### config.mk
export PLATFORM = sky130hd
export DESIGN_NAME = base32_stream_encoder_core
export DESIGN_NICKNAME = d
export VERILOG_FILES = /design/src/rtl/b32enc_pkg.sv /design/src/rtl/base32_stream_encoder_core.sv
export SDC_FILE = /design/constraint.sdc
export NUM_CORES = 1
export LEC_CHECK = 0
export BUFFER_PORTS_ARGS = -buffer_cell sky130_fd_sc_hd__buf_2
export CAP_MARGIN = 20
export CORE_MARGIN = 5
export CORE_UTILIZATION = 50
export CTS_BUF_LIST = sky130_fd_sc_hd__clkbuf_4
export CTS_CLUSTER_SIZE = 10
export DETAILED_ROUTE_END_ITERATION = 16
export GPL_ROUTABILITY_DRIVEN = 0
export GPL_TIMING_DRIVEN = 0
export HOLD_SLACK_MARGIN = 0.12
export PLACE_DENSITY = 0.67
export SLEW_MARGIN = 25
export SYNTH_ARGS = -nofsm -noshare
export SYNTH_HDL_FRONTEND = slang
export SYNTH_SLANG_ARGS = --single-unit
export TNS_END_PERCENT = 50
### constraint.sdc
create_clock -name clk -period 8.2 [get_ports clk]
set_input_delay 0.82 -clock clk [delete_from_list [all_inputs] [get_ports clk]]
set_output_delay 0.82 -clock clk [all_outputs]
set_load 0.1 [all_outputs]
### src/rtl/b32enc_pkg.sv
// ----------------------------------------------------------------------------
// b32enc_pkg
// Shared types, codes and character tables for the Base32 stream encoder.
// ----------------------------------------------------------------------------
package b32enc_pkg;

  localparam int CHAR_W    = 7;
  localparam int MAX_CHARS = 8;
  localparam int IDX_W     = 3;   // indexes MAX_CHARS entries
  localparam int CNT_W     = 4;   // holds 0..MAX_CHARS

  typedef logic [CHAR_W-1:0] char_t;

  // Register indexes
  localparam logic [7:0] REG_ALPHABET = 8'd0;
  localparam logic [7:0] REG_GROUPS   = 8'd1;

  // Alphabet codes
  localparam logic [1:0] ALPHA_CLASSIC = 2'd0;
  localparam logic [1:0] ALPHA_HEX     = 2'd1;
  localparam logic [1:0] ALPHA_ZBASE   = 2'd2;

  // Control characters
  localparam char_t CHAR_CR  = 7'd13;
  localparam char_t CHAR_LF  = 7'd10;
  localparam char_t CHAR_PAD = 7'd61;

  localparam logic [7:0] ZBASE_TABLE [32] = '{
    "y", "b", "n", "d", "r", "f", "g", "8", "e", "j", "k", "m", "c", "p", "q", "x",
    "o", "t", "1", "u", "w", "i", "s", "z", "a", "3", "4", "5", "h", "7", "6", "9"
  };

  // Symbol value to ASCII for the selected alphabet
  function automatic char_t sym_char(input logic [1:0] sel, input logic [4:0] s);
    logic [7:0] c;
    case (sel)
      ALPHA_HEX: begin
        c = (s < 5'd10) ? (8'd48 + {3'd0, s}) : (8'd55 + {3'd0, s});
      end
      ALPHA_ZBASE: begin
        c = ZBASE_TABLE[s];
      end
      default: begin
        // classic, also the unused code
        c = (s < 5'd26) ? (8'd65 + {3'd0, s}) : (8'd24 + {3'd0, s});
      end
    endcase
    return c[CHAR_W-1:0];
  endfunction

  // Number of '=' after the flush symbol, by phase left after the last byte
  function automatic logic [2:0] pad_len(input logic [2:0] phase);
    logic [2:0] n;
    case (phase)
      3'd1:    n = 3'd6;
      3'd2:    n = 3'd4;
      3'd3:    n = 3'd3;
      3'd4:    n = 3'd1;
      default: n = 3'd0;
    endcase
    return n;
  endfunction

endpackage

### src/rtl/base32_stream_encoder_core.sv
// ----------------------------------------------------------------------------
// base32_stream_encoder_core
// Streaming Base32 encoder: one byte in, one to eight ASCII characters out.
// ----------------------------------------------------------------------------
// The first character of a byte passes through the character buffer and then
// the output register. The output carries one character per cycle while the
// buffer holds characters and out_ready is high; a new byte is taken when the
// last character of the previous byte moves out of the buffer.
// Reset (synchronous, rst high): phase, carry and group count cleared, buffer
// and output empty, alphabet classic, eight groups per line.
module base32_stream_encoder_core (
  input  logic                    clk,
  input  logic                    rst,
  // configuration writes
  input  logic                    cfg_valid,
  output logic                    cfg_ready,
  input  logic [7:0]              cfg_index,
  input  logic [7:0]              cfg_data,
  // input bytes
  input  logic                    in_valid,
  output logic                    in_ready,
  input  logic [7:0]              data_byte,
  input  logic                    end_of_stream,
  // output characters
  output logic                    out_valid,
  input  logic                    out_ready,
  output b32enc_pkg::char_t       out_char,
  output logic                    last_of_run
);
  import b32enc_pkg::*;

  // configuration and encoder state
  logic [1:0] alphabet_select;
  logic [7:0] groups_per_line;
  logic [2:0] byte_phase;
  logic [4:0] carry_bits;
  logic [7:0] group_count;

  // character buffer
  char_t            buf_chars [MAX_CHARS];
  logic [IDX_W-1:0] buf_last_idx;
  logic [IDX_W-1:0] buf_idx;
  logic             buf_valid;

  // next-state values
  char_t            chars_next [MAX_CHARS];
  logic [CNT_W-1:0] count_next;
  logic [2:0]       byte_phase_next;
  logic [4:0]       carry_bits_next;
  logic [7:0]       group_count_next;

  logic accept, move, buf_drain;

  assign cfg_ready = 1'b1;
  assign move      = buf_valid && (!out_valid || out_ready);
  assign buf_drain = move && (buf_idx == buf_last_idx);
  assign in_ready  = !buf_valid || buf_drain;
  assign accept    = in_valid && in_ready;

  // encode one byte into its character list
  always_comb begin
    logic [4:0]       s0, s1;
    logic             two_syms, crlf;
    logic [7:0]       gc_inc;
    logic [CNT_W-1:0] flush_pos, pad_end;
    logic [2:0]       npad;
    logic [1:0]       sel;

    s0       = 5'd0;
    s1       = 5'd0;
    two_syms = 1'b0;
    crlf     = 1'b0;
    sel      = alphabet_select;
    gc_inc   = group_count;
    group_count_next = group_count;

    case (byte_phase)
      3'd1: begin
        s0 = carry_bits | {3'd0, data_byte[7:6]};
        s1 = data_byte[5:1];
        two_syms = 1'b1;
        carry_bits_next = {data_byte[0], 4'd0};
        byte_phase_next = 3'd2;
      end
      3'd2: begin
        s0 = carry_bits | {1'b0, data_byte[7:4]};
        carry_bits_next = {data_byte[3:0], 1'b0};
        byte_phase_next = 3'd3;
      end
      3'd3: begin
        s0 = carry_bits | {4'd0, data_byte[7]};
        s1 = data_byte[6:2];
        two_syms = 1'b1;
        carry_bits_next = {data_byte[1:0], 3'd0};
        byte_phase_next = 3'd4;
      end
      3'd4: begin
        s0 = carry_bits | {2'd0, data_byte[7:5]};
        s1 = data_byte[4:0];
        two_syms = 1'b1;
        carry_bits_next = 5'd0;
        byte_phase_next = 3'd0;
        gc_inc = (group_count != 8'd255) ? group_count + 8'd1 : group_count;
        group_count_next = gc_inc;
        if (gc_inc >= groups_per_line && !end_of_stream) begin
          crlf = 1'b1;
          group_count_next = 8'd0;
        end
      end
      default: begin
        s0 = data_byte[7:3];
        carry_bits_next = {data_byte[2:0], 2'd0};
        byte_phase_next = 3'd1;
      end
    endcase

    // symbols, then CR LF, then flush and padding at end of stream
    flush_pos = two_syms ? CNT_W'(2) : CNT_W'(1);
    npad = (sel == ALPHA_ZBASE) ? 3'd0 : pad_len(byte_phase_next);
    pad_end = flush_pos + CNT_W'(1) + {1'b0, npad};

    for (int k = 0; k < MAX_CHARS; k++) begin
      chars_next[k] = CHAR_PAD;
    end
    chars_next[0] = sym_char(sel, s0);
    chars_next[1] = sym_char(sel, s1);
    // line break follows both symbols of a completed group
    if (crlf) begin
      chars_next[2] = CHAR_CR;
      chars_next[3] = CHAR_LF;
    end
    count_next    = crlf ? CNT_W'(4) : flush_pos;

    if (end_of_stream) begin
      if (byte_phase_next != 3'd0) begin
        chars_next[flush_pos[IDX_W-1:0]] = sym_char(sel, carry_bits_next);
        count_next = pad_end;
      end
      byte_phase_next  = 3'd0;
      carry_bits_next  = 5'd0;
      group_count_next = 8'd0;
    end
  end

  // configuration registers
  always_ff @(posedge clk) begin
    if (rst) begin
      alphabet_select <= ALPHA_CLASSIC;
      groups_per_line <= 8'd8;
    end else if (cfg_valid) begin
      if (cfg_index == REG_ALPHABET) begin
        alphabet_select <= cfg_data[1:0];
      end else if (cfg_index == REG_GROUPS) begin
        groups_per_line <= cfg_data;
      end
    end
  end

  // encoder state, updated on each input transfer
  always_ff @(posedge clk) begin
    if (rst) begin
      byte_phase  <= 3'd0;
      carry_bits  <= 5'd0;
      group_count <= 8'd0;
    end else if (accept) begin
      byte_phase  <= byte_phase_next;
      carry_bits  <= carry_bits_next;
      group_count <= group_count_next;
    end
  end

  // character buffer control
  always_ff @(posedge clk) begin
    if (rst) begin
      buf_valid <= 1'b0;
      buf_idx   <= '0;
    end else if (accept) begin
      buf_valid <= 1'b1;
      buf_idx   <= '0;
    end else if (buf_drain) begin
      buf_valid <= 1'b0;
    end else if (move) begin
      buf_idx <= buf_idx + IDX_W'(1);
    end
  end

  // character buffer payload
  always_ff @(posedge clk) begin
    if (accept) begin
      buf_chars    <= chars_next;
      buf_last_idx <= IDX_W'(count_next - CNT_W'(1));
    end
  end

  // output register
  always_ff @(posedge clk) begin
    if (rst) begin
      out_valid <= 1'b0;
    end else if (move) begin
      out_valid <= 1'b1;
    end else if (out_ready) begin
      out_valid <= 1'b0;
    end
  end

  always_ff @(posedge clk) begin
    if (move) begin
      out_char    <= buf_chars[buf_idx];
      last_of_run <= (buf_idx == buf_last_idx);
    end
  end

endmodule

==> metrics.cfg, run 1 <==
[synth]
post_synth_instance_area_sq_mm = 0.005781
netlist_instances = 686
post-synth-top-area-fraction_pct = 17.66
post_synth_edffs = 34
ys_ff_latch = 64
postSynth.topFlopCell = sky130_fd_sc_hd__edfxtp_1
syn_avg_cell_area_sq_um = 8.426
postSynth.asyncResetShare_pct = 0
synthesis.yosys.warnings = 0
yosys.cell_types.count = 91
synthMostInstantiatedCell = sky130_fd_sc_hd__nand2_1
syn-num-nets = 760
yosysSeqAreaShare_pct = 28.05
synthTopCellsByCount = sky130_fd_sc_hd__nand2_1 (68), sky130_fd_sc_hd__a21oi_1 (58), sky130_fd_sc_hd__nor2_1 (49)
synth_top_cell_by_area = sky130_fd_sc_hd__edfxtp_1
netlist_top_cells_area = sky130_fd_sc_hd__edfxtp_1 (18%), sky130_fd_sc_hd__dfxtp_1 (10%), sky130_fd_sc_hd__ha_1 (9.3%), sky130_fd_sc_hd__a21oi_1 (5.0%), sky130_fd_sc_hd__mux2i_1 (4.7%)

[worst_setup_path]
critPathBufInv = 0
cp-end-kind = register
number_of_cells_traversed_by_the_worst_register_to_register_path = 13
crit_path_cell_trace = ha_1 -> and3_1 -> nand3_1 -> mux2_2 -> ha_1 -> a21o_1 -> a21o_1 -> a221oi_1 -> nor2_1 -> a21oi_1 -> o21ai_0 -> ha_1 -> xnor2_1
worst-r2r-setup-slack_ps = 4260
worstSetupStartpointType = register
path_max_fanout = 8
data_arrival_time_of_the_critical_path_ps = 4130
start_of_the_worst_register_to_register_path = group_count[0]
crit_path_frequent_cell = sky130_fd_sc_hd__ha_1
worst_path_max_delay_cell = sky130_fd_sc_hd__a221oi_1
cpLargestDelayFamily = compound AO/OA/AOI/OAI gates
critical_path.max_stage_delay_ps = 640
rr_endpoint = buf_last_idx[2]
required_time_of_the_critical_path_ps = 8390
critical_path_class = reg -> reg

[layout]
design.final.nets = 805
layout-area-overhead-vs-synth_pct = 8.485
fraction_of_final_layout_cells_with_drive_strength_greater_than_1_pct = 16.85
stdcell_area_sq_mm = 0.006271
post_layout_nonfiller_instances = 879
finalCoreUtilization_pct = 55.16
insertedDiodeCount = 0
fillerInstances = 1101

[placement]
post-place-cells = 863
hpwl_after_detailed_placement_microns = 11610
pre_cts_setup_slack_ps = 4320
place.port_buffers = 34
dpl_cell_area_sq_mm = 0.006130

[global_routing]
grt_pass1_wl_microns = 25710
number_of_global_route_vias_before_repair = 5090
grt_util_met2_pct = 35.93
groute.layer.met1.usage_pct = 29.70
grt_util_all_layers_pct = 22.07
number_of_antenna_violations_at_the_first_check_in_global_routing = 0
grt_most_used_layer = met2
met3_usage_pct = 2.499
grt_start_max_net_pins = 34
globalRoute.totalOverflow = 0

[route]
drt-initial-drc-count = 594
postRouteAntennaNets = 0
total_wire_length_after_detailed_routing_microns = 15340
remaining_drc_errors = 0
drt-wirelength-per-cell_microns = 17.46
detailroute.via_count = 5351
vias_per_cell = 6.088
detailedRoute.firstPassIterationCount = 5

[sta]
timing_max_transition_violations_final = 0
achievable-frequency_mhz = 253.5
timing.clock.skew_ps = 17.36
tightestPinTransition_ps = 864.0
report.final.hold_viol_count = 0
final.period_utilization_pct = 48.10
setup-violations-final = 0
relSlewSlack_pct = 42.18
worst_hold_slack_ps = 489.8
totalNegativeSetupSlack_ps = 0
setup_slack_of_the_critical_path_after_layout_ps = 4256
min_period_ps = 3944
setup_repair_after_global_routing_missed_its_margin = no

[clock_network]
cts-buffers-inserted = 9
clock_tree_from_tritoncts = built
worstSkewPairLatency_ps = 420
cts_post_setup_buffers_inserted = 0
hold_buffers = 0
clkSlewWorstSetupHoldPaths_ps = 120
clock_path_buffers = 2
post_cts_resized = 0
cts-root-buf = sky130_fd_sc_hd__clkbuf_4
clock-sinks = 64
h-tree-depth = 3

[power]
power.leakage_nw = 2.522
totalPowerFinal_uw = 862.5
highest_ir_drop_seen_on_vdd_mv = 0.1444
power_density_mw_per_mm2 = 137.5

[die]
std_cell_rows = 39
placeableCoreArea_sq_mm = 0.01137
die-area_sq_mm = 0.01381
initial_utilization_pct = 50.84
ios = 41
die_w_microns = 117.5
chipHeight_microns = 117.5

[run]
max_cap_viol_count = 0

[worst_hold_path]
holdPathEnd = group_count[1]
hp-class = reg -> reg
depth_of_the_worst_hold_timing_path = 2
hp-start = group_count[1]

[run_status]
outcome = finished, final reports clean

-- how the worst max path moves through the flow --
stage / start / endpoint / slack (ps) / cells past startpoint
2_1_floorplan: out_valid / group_count[0] / 3840 / 7
3_3_place_gp: data_byte[2] / buf_chars[45] / 4410 / 10
3_5_place_dp: data_byte[2] / buf_chars[45] / 4320 / 10
4_1_cts: group_count[0] / buf_last_idx[2] / 4320 / 14
5_1_grt: group_count[0] / buf_last_idx[2] / 3910 / 13
6_report: group_count[0] / buf_last_idx[2] / 4260 / 13
-- placed cells by master, fill, tap and decap left out, types with 4 or more instances in the layout --
cell and instances:
sky130_fd_sc_hd__a211o_1 4, sky130_fd_sc_hd__a31oi_1 12, sky130_fd_sc_hd__o21ai_0 35, sky130_fd_sc_hd__a21oi_1 58, sky130_fd_sc_hd__nor2_1 49, sky130_fd_sc_hd__or3_1 5, sky130_fd_sc_hd__ha_1 43, sky130_fd_sc_hd__inv_1 28
sky130_fd_sc_hd__nand4_1 4, sky130_fd_sc_hd__o22ai_1 4, sky130_fd_sc_hd__buf_6 7, sky130_fd_sc_hd__nor4_1 5, sky130_fd_sc_hd__inv_2 11, sky130_fd_sc_hd__xor2_1 4, sky130_fd_sc_hd__nand2_1 68, sky130_fd_sc_hd__o21ai_1 8
sky130_fd_sc_hd__nor3_1 24, sky130_fd_sc_hd__xnor2_1 15, sky130_fd_sc_hd__buf_2 47, sky130_fd_sc_hd__o211a_1 5, sky130_fd_sc_hd__and3_1 5, sky130_fd_sc_hd__mux2_2 8, sky130_fd_sc_hd__a211oi_1 5, sky130_fd_sc_hd__mux2i_1 27
sky130_fd_sc_hd__o21a_1 6, sky130_fd_sc_hd__nand3_1 21, sky130_fd_sc_hd__clkbuf_4 10, sky130_fd_sc_hd__clkbuf_1 19, sky130_fd_sc_hd__a21o_1 5, sky130_fd_sc_hd__o211ai_1 12, sky130_fd_sc_hd__edfxtp_1 34, sky130_fd_sc_hd__nand2b_1 12
sky130_fd_sc_hd__buf_4 5, sky130_fd_sc_hd__nor2b_1 7, sky130_fd_sc_hd__dfxtp_1 30, sky130_fd_sc_hd__o221ai_1 7
-- layout make-up --
| cell class | count | area, sq um | share of cell area (%) |
|---|---|---|---|
| timing repair buffer | 34 | 170.2 | 2.713 |
| multi-input combinational | 534 | 3725 | 59.40 |
| sequential | 64 | 1622 | 25.86 |
| clock inverter | 6 | 60.06 | 0.9577 |
| tap | 143 | 178.9 | 2.853 |
| clock buffer | 10 | 75.07 | 1.197 |
| inverter | 40 | 155.1 | 2.474 |
| buffer | 48 | 285.3 | 4.549 |
-- power breakdown --
group          internal [mW]  switching [mW]
clock network         0.0946           0.115
registers              0.361         0.00657
logic                 0.0968           0.188
total                  0.553           0.310
-- per-layer routing --
layer	wire, microns	vias to the layer above
met5	0	-
met4	385	0
met3	734	31
met2	7270	187
met1	6952	2521
li1	-	2612
-- cells by family (layout without fill, tap and decap cells) --
logic type,count (synthesis),after routing,share of synthesized area (%)
AND/OR/NAND/NOR,222,222,18.92
AO/OA/AOI/OAI,208,208,25.22
buffers and inverters,88,138,7.619
flip-flops,64,64,28.05
adder cells (fa/ha/maj),44,44,9.654
multiplexers,40,40,7.597
XOR/XNOR,19,19,2.879
other,1,1,0.06487
-- worst register-to-register path, stage by stage (launching register included) --
cell and delay, ps:
sky130_fd_sc_hd__dfxtp_1 430, sky130_fd_sc_hd__ha_1 270, sky130_fd_sc_hd__and3_1 230, sky130_fd_sc_hd__nand3_1 280, sky130_fd_sc_hd__mux2_2 380, sky130_fd_sc_hd__ha_1 270, sky130_fd_sc_hd__a21o_1 160, sky130_fd_sc_hd__a21o_1 180
sky130_fd_sc_hd__a221oi_1 640, sky130_fd_sc_hd__nor2_1 210, sky130_fd_sc_hd__a21oi_1 190, sky130_fd_sc_hd__o21ai_0 100, sky130_fd_sc_hd__ha_1 230, sky130_fd_sc_hd__xnor2_1 120
-- state kept, by name (all words and copies together) (netlist names) --
name	cells
groups_per_line	8
alphabet_select	2
buf_last_idx	3
group_count	8
buf_valid	1
out_char	7
buf_chars	23
out_valid	1
byte_phase	3
carry_bits	4
buf_idx	3
last_of_run	1
No activity file was read; power rests on OpenSTA's default activity.
==> run 2: changes to the inputs <==
- ABC_AREA: unset -> 1
- clock period: 8.2 -> 3.63 ns (I/O delays scaled with it)
==> run 2 against run 1 <==
Compared with the run above:
- clock power rose by 130%
- total power grew 130%
- sequential share of layout area rose by 0.53 points
- wire length shrank 2.8%
- final cell count up 18%
- clock skew about the same
- die area decreased by 2.3%
- global-route usage rose by 1.6 points
- non-clock buffer count shrank 14
- design area fell by 2.0%
- combinational power rose by 140%
- critical path type unchanged
==> metrics.cfg, run 2 <==
[sta]
worst_hold_slack_ps = 169.8
timing.clock.skew_ps = 17.23
setup-violations-final = 0
timing_max_transition_violations_final = 0
setup_repair_after_global_routing_missed_its_margin = no
tightestPinTransition_ps = 932.7
final.period_utilization_pct = 87.73
report.final.hold_viol_count = 0
min_period_ps = 3185
totalNegativeSetupSlack_ps = 0
relSlewSlack_pct = 37.75
achievable-frequency_mhz = 314.0

[route]
postRouteAntennaNets = 0
total_wire_length_after_detailed_routing_microns = 14920
detailedRoute.firstPassIterationCount = 8
vias_per_cell = 5.576
remaining_drc_errors = 0
detailroute.via_count = 5788
drt-initial-drc-count = 648
drt-wirelength-per-cell_microns = 14.37

[placement]
hpwl_after_detailed_placement_microns = 11470
place.port_buffers = 37

[power]
clock_power_share_pct = 24.0
p_sw_share_pct = 38.46
highest_ir_drop_seen_on_vdd_mv = 0.2209
comb_power_share_pct = 34.1
power.leakage_nw = 2.827
internal-power_mw = 1.233
seq_power_share_pct = 41.9
switchingPower_uw = 770.9
power_density_mw_per_mm2 = 326.2

[clock_network]
clkSlewWorstSetupHoldPaths_ps = 120
clock-sinks = 64
cts-root-buf = sky130_fd_sc_hd__clkbuf_4
clock_path_buffers = 2
clock_tree_from_tritoncts = built
h-tree-depth = 3
worstSkewPairLatency_ps = 420
cts-buffers-inserted = 9

[layout]
insertedDiodeCount = 0
top_regs = buf_chars x23, group_count x8, groups_per_line x8
most-common-layout-cells = sky130_fd_sc_hd__nand2_1 (242), sky130_fd_sc_hd__nand3_1 (128), sky130_fd_sc_hd__inv_1 (78)
fraction_of_final_layout_cells_with_drive_strength_greater_than_1_pct = 12.36
layout_commonest_cell = sky130_fd_sc_hd__nand2_1
layout-area-overhead-vs-synth_pct = 9.061
max_flop_register = buf_chars
flip_flop_count_of_the_largest_register_after_layout = 23
finalCoreUtilization_pct = 56.19
design.final.nets = 967
fillerInstances = 1072

[die]
die-area_sq_mm = 0.01349
die_w_microns = 116.2
ios = 41
placeableCoreArea_sq_mm = 0.01094
initial_utilization_pct = 51.52
std_cell_rows = 38
chipHeight_microns = 116.2

[synth]
netlist_instances = 845
post-synth-top-area-fraction_pct = 18.12
post_synth_edffs = 34
yosys.cell_types.count = 44
synthMostInstantiatedCell = sky130_fd_sc_hd__nand2_1
syn_avg_cell_area_sq_um = 6.668
synthTopCellsByCount = sky130_fd_sc_hd__nand2_1 (242), sky130_fd_sc_hd__nand3_1 (129), sky130_fd_sc_hd__inv_1 (78)
postSynth.asyncResetShare_pct = 0
ys_ff_latch = 64
synthesis.yosys.warnings = 0
syn-num-nets = 919
netlist_top_cells_area = sky130_fd_sc_hd__edfxtp_1 (18%), sky130_fd_sc_hd__nand2_1 (16%), sky130_fd_sc_hd__nand3_1 (11%), sky130_fd_sc_hd__dfxtp_1 (11%), sky130_fd_sc_hd__ha_1 (9.5%)
post_synth_instance_area_sq_mm = 0.005634
synth_top_cell_by_area = sky130_fd_sc_hd__edfxtp_1
yosysSeqAreaShare_pct = 28.78
postSynth.topFlopCell = sky130_fd_sc_hd__edfxtp_1

[worst_setup_path]
worstSetupStartpointType = register
cp-end-kind = register
required_time_of_the_critical_path_ps = 3810
data_arrival_time_of_the_critical_path_ps = 3360
path_max_fanout = 12
critical_path_class = reg -> reg

[global_routing]
grt_start_max_net_pins = 28
grt_util_all_layers_pct = 23.66
grt_pass1_wl_microns = 25860
number_of_global_route_vias_before_repair = 5565
globalRoute.totalOverflow = 0
number_of_antenna_violations_at_the_first_check_in_global_routing = 0

[run_status]
outcome = finished, final reports clean

[worst_hold_path]
hp-class = in -> reg

[run]
max_cap_viol_count = 0

## run 2: cell types whose count changed after synthesis, sizes merged, moves of 8 or more
cell / before / now
a31oi: 13 / 5
nor3: 24 / 8
mux2i: 27 / 0
o211ai: 14 / 4
clkbuf: 20 / 10
o221ai: 8 / 0
inv: 38 / 85
nand2: 69 / 256
mux2: 12 / 0
xnor2: 15 / 7
nand3: 21 / 132
nor2: 50 / 78
nand2b: 12 / 0
## run 2: worst paths after layout
path / start / end / slack, ps / depth (start not counted)
worst max-delay path: byte_phase[2] / buf_chars[45] / 450 / 17
worst min register to register: groups_per_line[4] / groups_per_line[4] / 470 / 2
worst max register to register: byte_phase[2] / buf_chars[45] / 450 / 17
worst min-delay path: cfg_data[3] / groups_per_line[3] / 170 / 3
## run 2: area by class of cell
class	instances	area, sq um	area share (%)
buffer	31	185.2	3.014
clock buffer	9	67.56	1.100
clock inverter	7	72.57	1.181
inverter	86	322.8	5.254
multi-input combinational	664	3515	57.20
sequential	64	1622	26.39
tap	140	175.2	2.851
timing repair buffer	37	185.2	3.014
## run 2: what timing repair did
action,in CTS,in global routing
resized for setup,0,2
hold endpoints to repair,0,0
setup endpoints to repair,0,1
hold buffers,0,0
buffers inserted,0,0
## run 2: logic make-up (layout without fill, tap and decap cells)
kind of cell,count (synthesis),count (layout),synth area share (%)
AOI/OAI and AO/OA,118,118,11.90
adders and majority gates,44,44,9.905
buffers and inverters,117,170,9.016
and+or+nand+nor,489,489,38.46
DFF,64,64,28.78
other,1,1,0.06656
xor gates and xnor gates,12,12,1.865
## run 2: metal layers
| metal | track usage [%] | vias up | part of all wire, % |
|---|---|---|---|
| li1 | - | 2906 | - |
| met2 | 38.63 | 225 | 46 |
| met3 | 2.902 | 43 | 5.8 |
| met4 | 11.52 | 0 | 3.5 |
| met1 | 31.12 | 2614 | 45 |
| met5 | 0 | - | 0 |
## run 2: power by group through the flow
stage          Clock (mW)  Combinational (mW)  Sequential (mW)
3_5_place_dp            0               0.673            0.857
4_1_cts             0.494               0.676            0.840
2_1_floorplan           0               0.453            0.924
5_1_grt             0.528               0.768            0.844
6_report            0.481               0.684            0.840
3_3_place_gp            0               0.663            0.856
## run 2: worst max-delay path: stages, from the launching register on
cell                       delay [ps]
sky130_fd_sc_hd__dfxtp_1          330
sky130_fd_sc_hd__buf_6            140
sky130_fd_sc_hd__inv_2            120
sky130_fd_sc_hd__nand2_1          120
sky130_fd_sc_hd__nor2_1           340
sky130_fd_sc_hd__nand2_1          110
sky130_fd_sc_hd__nand3_2          250
sky130_fd_sc_hd__inv_1            220
sky130_fd_sc_hd__ha_1             410
sky130_fd_sc_hd__inv_1             90
sky130_fd_sc_hd__nand2_1          140
sky130_fd_sc_hd__nand2_1           70
sky130_fd_sc_hd__nand2_1           60
sky130_fd_sc_hd__nand3_1          100
sky130_fd_sc_hd__o211ai_1         150
sky130_fd_sc_hd__nand3_1          110
sky130_fd_sc_hd__nand2_1          100
sky130_fd_sc_hd__nand2_1           60
## run 2: per-stage QoR
stage,cells,cell area (sq um),total power [mW],worst slack [ps]
final,1038,6145,2.004,445.3
after global routing,1038,6145,2.141,116.6
after CTS,1038,6135,2.010,274.2
after detailed placement,1022,5995,1.529,289.8
after global placement,1022,5995,1.519,300.9
after floorplan,845,5634,1.376,55.01
